<file path="src/rtl/lzwc_pkg.sv">
// Package for the LZ77 window copy block: sizes, token and status codes,
// controller states and the command/status structs. No dependencies.
`timescale 1ns / 1ps
package lzwc_pkg;
  localparam int WINDOW_BYTES     = 32768;
  localparam int WIN_AW           = $clog2(WINDOW_BYTES);
  localparam int BYTES_PER_RESULT = 8;
  localparam int FILL_W           = $clog2(BYTES_PER_RESULT + 1);
  localparam logic [8:0] MAX_MATCH = 9'd258;

  localparam logic [1:0] OP_LITERAL = 2'd0;
  localparam logic [1:0] OP_MATCH   = 2'd1;
  localparam logic [1:0] OP_EOB     = 2'd2;

  localparam logic [1:0] ST_OK       = 2'd0;
  localparam logic [1:0] ST_BAD_DIST = 2'd1;
  localparam logic [1:0] ST_CAPACITY = 2'd2;

  typedef enum logic [2:0] {
    S_IDLE, S_CHECK, S_READ, S_COPY, S_EMIT
  } lzwc_state_t;

  typedef struct packed {
    logic       load;      // capture the token
    logic       lit_write; // write literal and post it
    logic       post_err;  // post an empty result with status
    logic [1:0] err_code;
    logic       copy_byte; // take the read byte into the pack
    logic       flush;     // post the pack
    logic       out_take;  // output register consumed
  } lzwc_cmd_t;

  typedef struct packed {
    logic [1:0] op;
    logic       bad_dist;
    logic       cap_lit;
    logic       cap_match;
    logic       len_zero;
    logic       copy_done;  // remaining count reaches zero after this byte
    logic       pack_full;  // pack holds a full result after this byte
    logic       out_full;
  } lzwc_sts_t;
endpackage

</file>
<file path="src/rtl/lzwc_ctrl.sv">
// Controller state machine for the LZ77 window copy block.
// Drives datapath commands from its status; uses lzwc_pkg.
`timescale 1ns / 1ps
module lzwc_ctrl (
  input  logic              clk,
  input  logic              rst_n,
  input  logic              in_valid,
  output logic              in_stall,
  input  logic              out_stall,
  input  lzwc_pkg::lzwc_sts_t sts,
  output lzwc_pkg::lzwc_cmd_t cmd
);
  import lzwc_pkg::*;

  lzwc_state_t state_r, state_nxt;
  logic out_free;

  always_ff @(posedge clk) begin
    if (!rst_n) state_r <= S_IDLE;
    else        state_r <= state_nxt;
  end

  always_comb begin
    cmd = '0;
    state_nxt = state_r;
    cmd.out_take = sts.out_full && !out_stall;
    out_free = !sts.out_full || !out_stall;
    in_stall = (state_r != S_IDLE);
    case (state_r)
      S_IDLE: if (in_valid) begin
        cmd.load = 1'b1;
        state_nxt = S_CHECK;
      end
      S_CHECK: begin
        if (sts.op == OP_MATCH && !sts.bad_dist && !sts.cap_match && !sts.len_zero) begin
          state_nxt = S_READ;
        end else if (sts.op == OP_LITERAL || sts.op == OP_MATCH || sts.op == OP_EOB) begin
          if (out_free) begin
            if (sts.op == OP_LITERAL && !sts.cap_lit) begin
              cmd.lit_write = 1'b1;
            end else begin
              cmd.post_err = 1'b1;
              if (sts.op == OP_LITERAL) cmd.err_code = ST_CAPACITY;
              else if (sts.op == OP_MATCH && sts.bad_dist) cmd.err_code = ST_BAD_DIST;
              else if (sts.op == OP_MATCH && sts.cap_match) cmd.err_code = ST_CAPACITY;
              else cmd.err_code = ST_OK;
            end
            state_nxt = S_IDLE;
          end
        end else begin
          state_nxt = S_IDLE;
        end
      end
      S_READ: state_nxt = S_COPY; // read address settles, data registered
      S_COPY: begin
        if (sts.copy_done || sts.pack_full) begin
          if (out_free) begin
            cmd.copy_byte = 1'b1;
            cmd.flush = 1'b1;
            state_nxt = sts.copy_done ? S_IDLE : S_READ;
          end
        end else begin
          cmd.copy_byte = 1'b1;
          state_nxt = S_READ;
        end
      end
      S_EMIT: state_nxt = S_IDLE;
      default: state_nxt = S_IDLE;
    endcase
  end
endmodule

</file>
<file path="config.mk">
export PLATFORM = sky130hd
export DESIGN_NAME = lzwc_ctrl
export DESIGN_NICKNAME = d
export VERILOG_FILES = /design/src/rtl/lzwc_pkg.sv /design/src/rtl/lzwc_ctrl.sv
export SDC_FILE = /design/constraint.sdc
export NUM_CORES = 1
export LEC_CHECK = 0
export BUFFER_PORTS_ARGS = -buffer_cell sky130_fd_sc_hd__clkbuf_2
export CAP_MARGIN = 20
export CORE_AREA = 4 4 41 43
export DETAILED_ROUTE_END_ITERATION = 16
export DIE_AREA = 0 0 45 47
export SLEW_MARGIN = 20
export SYNTH_ARGS = -nofsm -noshare
export SYNTH_HDL_FRONTEND = slang
export SYNTH_SLANG_ARGS = --single-unit
</file>
<file path="constraint.sdc">
create_clock -name clk -period 3 [get_ports clk]
set_clock_uncertainty 0.1 [all_clocks]
set_input_delay 0.3 -clock clk [delete_from_list [all_inputs] [get_ports clk]]
set_output_delay 0.3 -clock clk [all_outputs]
set_load 0.005 [all_outputs]
</file>
==> flow_metrics.tcl, run 1 <==
set metrics [dict create \
    muxShareOfSynthArea_pct 3.92 \
    ys_ff_latch 2 \
    cts-buffers-inserted 3 \
    coreArea_um2 1300 \
    clk_path_buf_depth 2 \
    hold-worst-slack_ns 0.208 \
    top_register "state_r" \
    dp_hpwl_um 626 \
    top_regs "state_r: 2 flops" \
    vdd_ir_drop_max_mv 0.164 \
    cts_tree "built" \
    final_common_cell "clkbuf_2" \
    relSlewSlack_pct 83.1 \
    finalSetupViolations 0 \
    drt_iter0_drc 2 \
    via_count 319 \
    yosysTopAreaCellShare_pct 15.7 \
    wl_per_cell_um 10.2 \
    clkSinkCount 2 \
    nets 71 \
    endpoint_kind "output pin" \
    fin_setup_tns_ns 0 \
    path_clk_slew_ns 0.03 \
    grt_antenna_before_repair 0 \
    drcViolationCount 0 \
    whs_path_depth 3 \
    grt-ovfl-total 0 \
    largest_reg_flops 2 \
    io_buffer_count 21 \
    initial_core_util_pct 19.6 \
    row_count 13 \
    grt_pass1_vias 320 \
    yosysWarnings 0 \
    htreeDepth 1 \
    netlist_area_um2 255 \
    ant_nets 0 \
    clock_latency_ns 0.22 \
    die-area_um2 2120 \
    path_class "reg2out" \
    crit_arrival_ns 1.46 \
    drt-met1-wl_um 317 \
    powerDensity_nw_per_um2 306 \
    vias_per_cell 4.49 \
    die_y_um 47 \
    synth_top_family_by_area "simple AND/OR/NAND/NOR gates" \
    crit_path_start_kind "register" \
    cts_resized 0 \
    cap_violations 0 \
    yosys.area_share.adder_pct 0 \
    dr.max_layer_used "met3" \
    syn2layout_area_growth_pct 57.4 \
    yosysTopAreaCell "dfxtp_1" \
    wl_met3_um 86 \
    grt_first_pass_wirelength_mm 1.28 \
    fin_crit_sh_pct 61.9 \
    grt.total_usage_pct 8.28 \
    synth_compound_area_share_pct 20.6 \
    cts_setup_buffers 0 \
    status "complete, no violations" \
    critical_path_required_ns 2.60 \
    dpl.cell_count 68 \
    num_antenna_cells 0 \
    routed_wl_um 723 \
    yosysSeqAreaShare_pct 15.7 \
    hold_path_class "in2reg" \
    synthTopCellsByArea "dfxtp_1, nor4b_4, nor3b_1" \
    fmax_mhz 538 \
    synth_cell_types 21 \
    syn_inst 32 \
    cp_max_fo 8 \
    grt_setup_unrepaired "false" \
    fillers 155 \
    avgSynthCellArea_um2 7.98 \
    clock-root-buffer "clkbuf_4" \
    final_layout_size_suffix_gt1_share_pct 53.6 \
    hold_viol_final 0 \
    grt_max_degree 9 \
    wl_met2_um 319 \
    top_level_ports 22 \
    final_cells 71 \
    cts_hold_buffers 0 \
    mostFrequentLayoutCells "clkbuf_2, nand2_1, nor2_1, nor3b_1, clkbuf_4" \
    die_w_um 45 \
    synthSimpleGateAreaFrac_pct 58.3 \
    fin_crit_ns 1.86 \
    synth_xor_area_share_pct 0 \
    first_pass_iters 4 \
    syn_nets 45 \
    rr_worst_depth 3 \
    drv_slew 0 \
    p_leak_nw 0.204 \
    tightestPinTransition_ns 0.251 \
    gp_congestion 0.781 \
]
final cells by class:
class,count,area (um^2),area share [%]
well taps,15,18.8,4.67
flip-flops and latches,2,40.0,9.97
clock buffers,3,22.5,5.61
repair buffers,21,105,26.2
multi-input cells,29,211,52.6
inverters,1,3.75,0.935
synthesized netlist by cell type:
| library cell | count |
|---|---|
| nand2b_1 | 1 |
| mux2i_1 | 1 |
| nor4b_4 | 1 |
| nor3b_1 | 3 |
| nand2_1 | 3 |
| a211o_2 | 1 |
| o21ai_0 | 2 |
| a221oi_2 | 1 |
| nand4_1 | 1 |
| nor2_1 | 3 |
| nor4_1 | 1 |
| or2_2 | 1 |
| nor4_2 | 1 |
| nor2b_1 | 2 |
| o211a_1 | 1 |
| o21bai_1 | 1 |
| and2_1 | 2 |
| dfxtp_1 | 2 |
| nor3_1 | 2 |
| inv_1 | 1 |
| and3_2 | 1 |
stage by stage:
stage | instance area (um^2) | utilization [%] | setup WS, ns | total power [mW]
floorplan | 255 | - | 1.56 | 0.0460
global placement | 379 | 29.1 | 1.35 | 0.0639
detailed placement | 379 | 29.1 | 1.32 | 0.0641
CTS | 402 | 30.9 | 1.11 | 0.127
global route | 402 | 30.9 | 0.981 | 0.132
finish | 402 | 30.9 | 1.14 | 0.123
logic make-up (layout without fill, tap and decap cells):
logic type             after synthesis  after routing
buffers and inverters                1             25
AND/OR/NAND/NOR                     22             22
flip-flops                           2              2
AO/OA/AOI/OAI                        6              6
multiplexers                         1              1
worst max-delay path, cell delays in order, from the launching register on:
cell and delay, ns:
dfxtp_1 0.43, nand2b_1 0.13, a211o_2 0.32, nor4_2 0.21, clkbuf_2 0.15
report_power, final:
part / leakage [nW] / switching [mW] / internal, mW / total (mW)
clock: 0.0138 / 0.0155 / 0.0442 / 0.0597
sequential: 0.0163 / 0.00184 / 0.0279 / 0.0297
combinational: 0.174 / 0.0165 / 0.0169 / 0.0334
path summary, 6_finish.rpt:
| path | startpoint | slack (ns) | endpoint |
|---|---|---|---|
| max | state_r[0]$_SDFFE_PN0P_ | 1.14 | cmd[4] |
| min | rst_n | 0.21 | state_r[0]$_SDFFE_PN0P_ |
| max reg2reg | state_r[0]$_SDFFE_PN0P_ | 1.71 | state_r[0]$_SDFFE_PN0P_ |
| min reg2reg | state_r[0]$_SDFFE_PN0P_ | 0.53 | state_r[1]$_SDFFE_PN0P_ |
metal layers:
metal	global-route usage (%)	up-vias
li1	-	172
met1	11.1	128
met2	11.6	19
met3	1.15	0
met4	7.02	0
met5	0	-
No activity file was read; power rests on OpenSTA's default activity.
==> run 2: changes to the inputs <==
Settings changed: ABC_AREA from default to 1.
Clock period 3 ns to 1.63 ns, I/O delays scaled along.
==> run 2 against run 1 <==
Clock power increased by 81%. Via count increased by 21%. Die area unchanged. Register-to-register slack got worse by 1.2 ns. Global-route usage increased by 0.079 points. Routed wire length increased by 1.9%. Combinational power increased by 130%. First-iteration DRC count unchanged. Cell count increased by 37%. Sequential power increased by 82%. Area after synthesis increased by 13%. Clock-buffer cell count unchanged.
==> flow_metrics.tcl, run 2 <==
set metrics [dict create \
    critical_path_required_ns 1.37 \
    crit_arrival_ns 1.16 \
    grt_pass1_vias 335 \
    tightestPinTransition_ns 0.230 \
    first_pass_iters 2 \
    final_common_cell "clkbuf_2" \
    cts-buffers-inserted 3 \
    crit_path_max_incr_delay_ns 0.35 \
    clkSinkCount 2 \
    drt_iter0_drc 2 \
    fin_setup_tns_ns 0 \
    ys_ff_latch 2 \
    path_common_cell "nor2_1" \
    avgSynthCellArea_um2 4.98 \
    path_class "reg2out" \
    cp_max_fo 4 \
    grt-ovfl-total 0 \
    finalSetupViolations 0 \
    ant_nets 0 \
    path_cells "nand2_1 > nor2_1 > nand3_1 > nor2_1 > clkbuf_2" \
    synth_flop_cell "dfxtp_1" \
    path_clk_slew_ns 0.03 \
    crit_path_top_delay_cell "dfxtp_1" \
    via_count 385 \
    reg2reg_from "state_r[0]$_SDFFE_PN0P_" \
    io_buffer_count 21 \
    powerDensity_nw_per_um2 546 \
    crit_path_start_kind "register" \
    die_y_um 47 \
    nets 97 \
    syn_nets 71 \
    yosysMostFrequentCell "nor2_1" \
    endpoint_kind "output pin" \
    die-area_um2 2120 \
    fin_crit_ns 1.42 \
    grt_max_degree 6 \
    wl_per_cell_um 7.60 \
    top_regs "state_r: 2 flops" \
    row_count 13 \
    htreeDepth 1 \
    hold-worst-slack_ns 0.0726 \
    clk_path_buf_depth 2 \
    synth_common_cells "nor2_1, inv_1, nand2_1, nand3_1, nor2_2" \
    final_layout_size_suffix_gt1_share_pct 39.0 \
    synth_cell_types 13 \
    die_w_um 45 \
    num_antenna_cells 0 \
    hold_path_class "in2reg" \
    mostFrequentLayoutCells "clkbuf_2, nor2_1, nand2_1, inv_1, nand3_1" \
    clock_latency_ns 0.22 \
    dp_hpwl_um 658 \
    fmax_mhz 703 \
    coreArea_um2 1300 \
    cts_setup_buffers 0 \
    status "complete, no violations" \
    whs_path_depth 3 \
    p_leak_nw 0.276 \
    grt_setup_unrepaired "false" \
    drv_slew 0 \
    clock-root-buffer "clkbuf_4" \
    grt_antenna_before_repair 0 \
    grt_first_pass_wirelength_mm 1.26 \
    cts_tree "built" \
    yosysTopAreaCellShare_pct 19.5 \
    fin_crit_sh_pct 87.2 \
    async_reset_ff_share_pct 0 \
    largest_reg_flops 2 \
    rr_worst_depth 7 \
    hold_viol_final 0 \
    top_register "state_r" \
    cap_violations 0 \
    yosysWarnings 0 \
    grt.total_usage_pct 8.36 \
    multi_input_area_um2 196 \
    synthTopCellsByArea "nor2_1, inv_1, nand2_1" \
    fillers 166 \
    netlist_area_um2 289 \
    syn_inst 58 \
    drcViolationCount 0 \
    relSlewSlack_pct 84.5 \
    top_level_ports 22 \
    vdd_ir_drop_max_mv 0.283 \
    vias_per_cell 3.97 \
    routed_wl_um 737 \
    yosysSeqAreaShare_pct 13.9 \
    worstReg2RegEnd "state_r[1]$_SDFFE_PN0P_" \
    cts_resized 0 \
    cts_hold_buffers 0 \
    reg2reg_slack_ns 0.53 \
    synth_edf_count 0 \
    min-delay-start "rst_n" \
    hold_end "state_r[1]$_SDFFE_PN0P_" \
    yosysTopAreaCell "nor2_1" \
    syn2layout_area_growth_pct 50.6 \
    initial_core_util_pct 22.2 \
    gp_congestion 0.690 \
    regArea_um2 40.0 \
]
-- run 2: changes by cell type in the layout (fill, tap and decap cells not counted), moves of 3 or more --
cell     before  now
nor3b_1       3    0
nand2_1       3   12
nand3_1       0    5
nor2_1        3   15
nor2_2        0    3
inv_1         1   12
-- run 2: critical path: cells and delay by family, from the launching register on --
family                 cells  cell delay (ns)
and+or+nand+nor            4             0.47
DFF                        1             0.35
buffers and inverters      1             0.12
-- run 2: worst max-delay path by stage --
| stage | from | to | slack (ns) |
|---|---|---|---|
| 2_1_floorplan | state_r[1]$_SDFFE_PN0P_ | cmd[4] | 0.59 |
| 3_3_place_gp | state_r[0]$_SDFFE_PN0P_ | cmd[4] | 0.46 |
| 3_5_place_dp | state_r[0]$_SDFFE_PN0P_ | cmd[4] | 0.43 |
| 4_1_cts | state_r[0]$_SDFFE_PN0P_ | cmd[4] | 0.19 |
| 5_1_grt | state_r[0]$_SDFFE_PN0P_ | cmd[4] | 0.01 |
| 6_report | state_r[0]$_SDFFE_PN0P_ | cmd[4] | 0.21 |
-- run 2: through the flow --
stage               area, um^2  utilization (%)  worst slack, ns  std cells  power [mW]
floorplan                  289                -            0.586         58      0.0978
global placement           413             31.7            0.457         94       0.131
detailed placement         413             31.7            0.433         94       0.132
CTS                        435             33.5            0.186         97       0.248
global route               435             33.5           0.0132         97       0.265
finish                     435             33.5            0.208         97       0.238
-- run 2: logic make-up after synthesis --
family | count (synthesis) | share of synthesized area (%)
DFF | 2 | 13.9
buffers and inverters | 14 | 18.2
AOI/OAI and AO/OA | 2 | 6.06
and+or+nand+nor | 40 | 61.9
-- run 2: power by group --
| group | leakage [nW] | internal [mW] | switching [mW] | total [mW] |
|---|---|---|---|---|
| Clock | 0.0138 | 0.0811 | 0.0266 | 0.108 |
| Combinational | 0.246 | 0.0333 | 0.0425 | 0.0757 |
| Sequential | 0.0164 | 0.0520 | 0.00219 | 0.0542 |
-- run 2: layer usage --
| layer | part of all wire (%) | track usage [%] | vias to the layer above |
|---|---|---|---|
| met3 | 7.1 | 2.30 | 0 |
| met4 | 0 | 7.02 | 0 |
| met2 | 46 | 11.3 | 10 |
| met5 | 0 | 0 | - |
| met1 | 47 | 10.9 | 151 |
| li1 | - | - | 224 |
-- run 2: area by class of cell --
class                      count  area share, %
clock buffer                   3           5.17
tap                           15           4.31
sequential                     2           9.20
multi-input combinational     42           45.1
inverter                      14           12.1
timing repair buffer          21           24.1
==> run 3: changes to the inputs <==
Settings changed: CTS_CLUSTER_SIZE from default to 10.
Clock period 1.63 ns to 1.31 ns, I/O delays scaled along.
==> run 3 against run 2 <==
Via count increased by 6.8%. Non-clock buffer count grew 2. Largest cell class unchanged. First-iteration DRC count grew to 5.0 times the previous value. Critical path type unchanged. Cell count increased by 2.1%. Core utilization increased by 3.7 points.
==> flow_metrics.tcl, run 3 (synthesized netlist as in run 2, its figures left out) <==
set metrics [dict create \
    syn2layout_area_growth_pct 67.1 \
    via_count 411 \
    drcViolationCount 0 \
    crit_path_top_delay_cell "dfxtp_2" \
    p_leak_nw 0.291 \
    dp_hpwl_um 666 \
    largest_reg_flops 2 \
    clk_path_buf_depth 2 \
    num_antenna_cells 0 \
    first_pass_iters 4 \
    crit_buf_inv 2 \
    gp_congestion 0.690 \
    cts-buffers-inserted 3 \
    nets 99 \
    top_register "state_r" \
    fmax_mhz 765 \
    cap_violations 0 \
    met2_usage_pct 14.1 \
    die_w_um 45 \
    hold_path_class "in2reg" \
    cts_tree "built" \
    grt_pass1_vias 353 \
    path_class "reg2out" \
    grt_antenna_before_repair 0 \
    top_regs "state_r: 2 flops" \
    top_level_ports 22 \
    final_layout_size_suffix_gt1_share_pct 48.8 \
    path_clk_slew_ns 0.03 \
    crit_family "simple AND/OR/NAND/NOR gates" \
    fin_crit_ns 1.31 \
    grt_first_pass_wirelength_mm 1.35 \
    final_common_cell "clkbuf_2" \
    crit_path_start_kind "register" \
    wl_per_cell_um 9.19 \
    critical_path_required_ns 1.08 \
    io_buffer_count 21 \
    die-area_um2 2120 \
    fin_crit_sh_pct 99.8 \
    clock-root-buffer "clkbuf_4" \
    busiest_layer "met2" \
    drv_slew 0 \
    grt_setup_unrepaired "true" \
    crit_arrival_ns 1.08 \
    grt.total_usage_pct 9.07 \
    dpl_cell_area_um2 413 \
    path_cells "inv_2 > nand2_4 > nor2_4 > nand3_2 > nor2_1 > buf_2" \
    finalSetupViolations 0 \
    power_mw 0.316 \
    powerDensity_nw_per_um2 654 \
    crit_path_max_incr_delay_ns 0.31 \
    row_count 13 \
    die_y_um 47 \
    min-delay-start "rst_n" \
    routed_wl_um 910 \
    met3_usage_pct 2.30 \
    fin_area_um2 483 \
    gr-usage-met1_pct 10.6 \
    cp_max_fo 2 \
    vias_per_cell 4.15 \
    initial_core_util_pct 22.2 \
    clock_latency_ns 0.22 \
    relSlewSlack_pct 81.8 \
    reg2reg_slack_ns 0.11 \
    post-route-util_pct 37.1 \
    grt_max_degree 6 \
    drt_iter0_drc 10 \
    endpoint_kind "output pin" \
    hold_viol_final 0 \
    htreeDepth 1 \
    cp-startpoint "state_r[1]$_SDFFE_PN0P_" \
    cts_hold_buffers 0 \
    coreArea_um2 1300 \
    ant_nets 0 \
    reg2reg_from "state_r[1]$_SDFFE_PN0P_" \
    mostFrequentLayoutCells "clkbuf_2, nor2_1, inv_1" \
    grt-ovfl-total 0 \
    clkSinkCount 2 \
    status "complete, no violations" \
    vdd_ir_drop_max_mv 0.369 \
    tightestPinTransition_ns 0.271 \
]
## run 3: cell type report
type	count	area, um^2
fill	163	818
multi-input combinational	42	224
timing repair buffer	23	120
inverter	14	52.6
sequential	2	45.0
clock buffer	3	22.5
tap	15	18.8
## run 3: stage by stage
| step | std cells | TNS, ns | setup slack (ns) | hold slack [ns] |
|---|---|---|---|---|
| floorplan | 58 | 0 | 0.293 | 0.151 |
| global placement | 94 | 0 | 0.169 | 0.268 |
| detailed placement | 94 | 0 | 0.146 | 0.270 |
| CTS | 98 | -0.0248 | -0.0248 | 0.0274 |
| global route | 99 | -0.118 | -0.0667 | 0.0367 |
| finish | 99 | 0 | 0.00246 | 0.0319 |
## run 3: timing repair
action | CTS | global route
resized for setup | 4 | 8
setup buffers | 1 | 1
setup endpoints to repair | 2 | 4
pin swaps | 4 | 2
## run 3: routing by layer
layer  wire length [um]  up-vias
met3                 54        2
met1                368      171
met4                 11        0
met2                475       12
met5                  0        -
li1                   -      226
## run 3: path summary, 6_finish.rpt
kind,to,cells past startpoint
hold / removal,state_r[1]$_SDFFE_PN0P_,3
hold reg to reg,state_r[0]$_SDFFE_PN0P_,3
setup reg to reg,state_r[1]$_SDFFE_PN0P_,8
setup / recovery,cmd[5],6
## run 3: power by group
group | internal [mW] | leakage, nW | total, mW | switching [mW]
registers | 0.0649 | 0.0175 | 0.0690 | 0.00419
clock network | 0.101 | 0.0138 | 0.137 | 0.0358
logic | 0.0484 | 0.260 | 0.110 | 0.0615
total | 0.214 | 0.291 | 0.316 | 0.101
## run 3: worst reg2reg max path: stages (launching register included)
cell      delay [ns]
dfxtp_2         0.31
inv_2           0.07
buf_4           0.11
nand2_2         0.07
nor2_2          0.14
nand3b_1        0.13
nand2_1         0.06
nand2_1         0.05
nor2_1          0.04
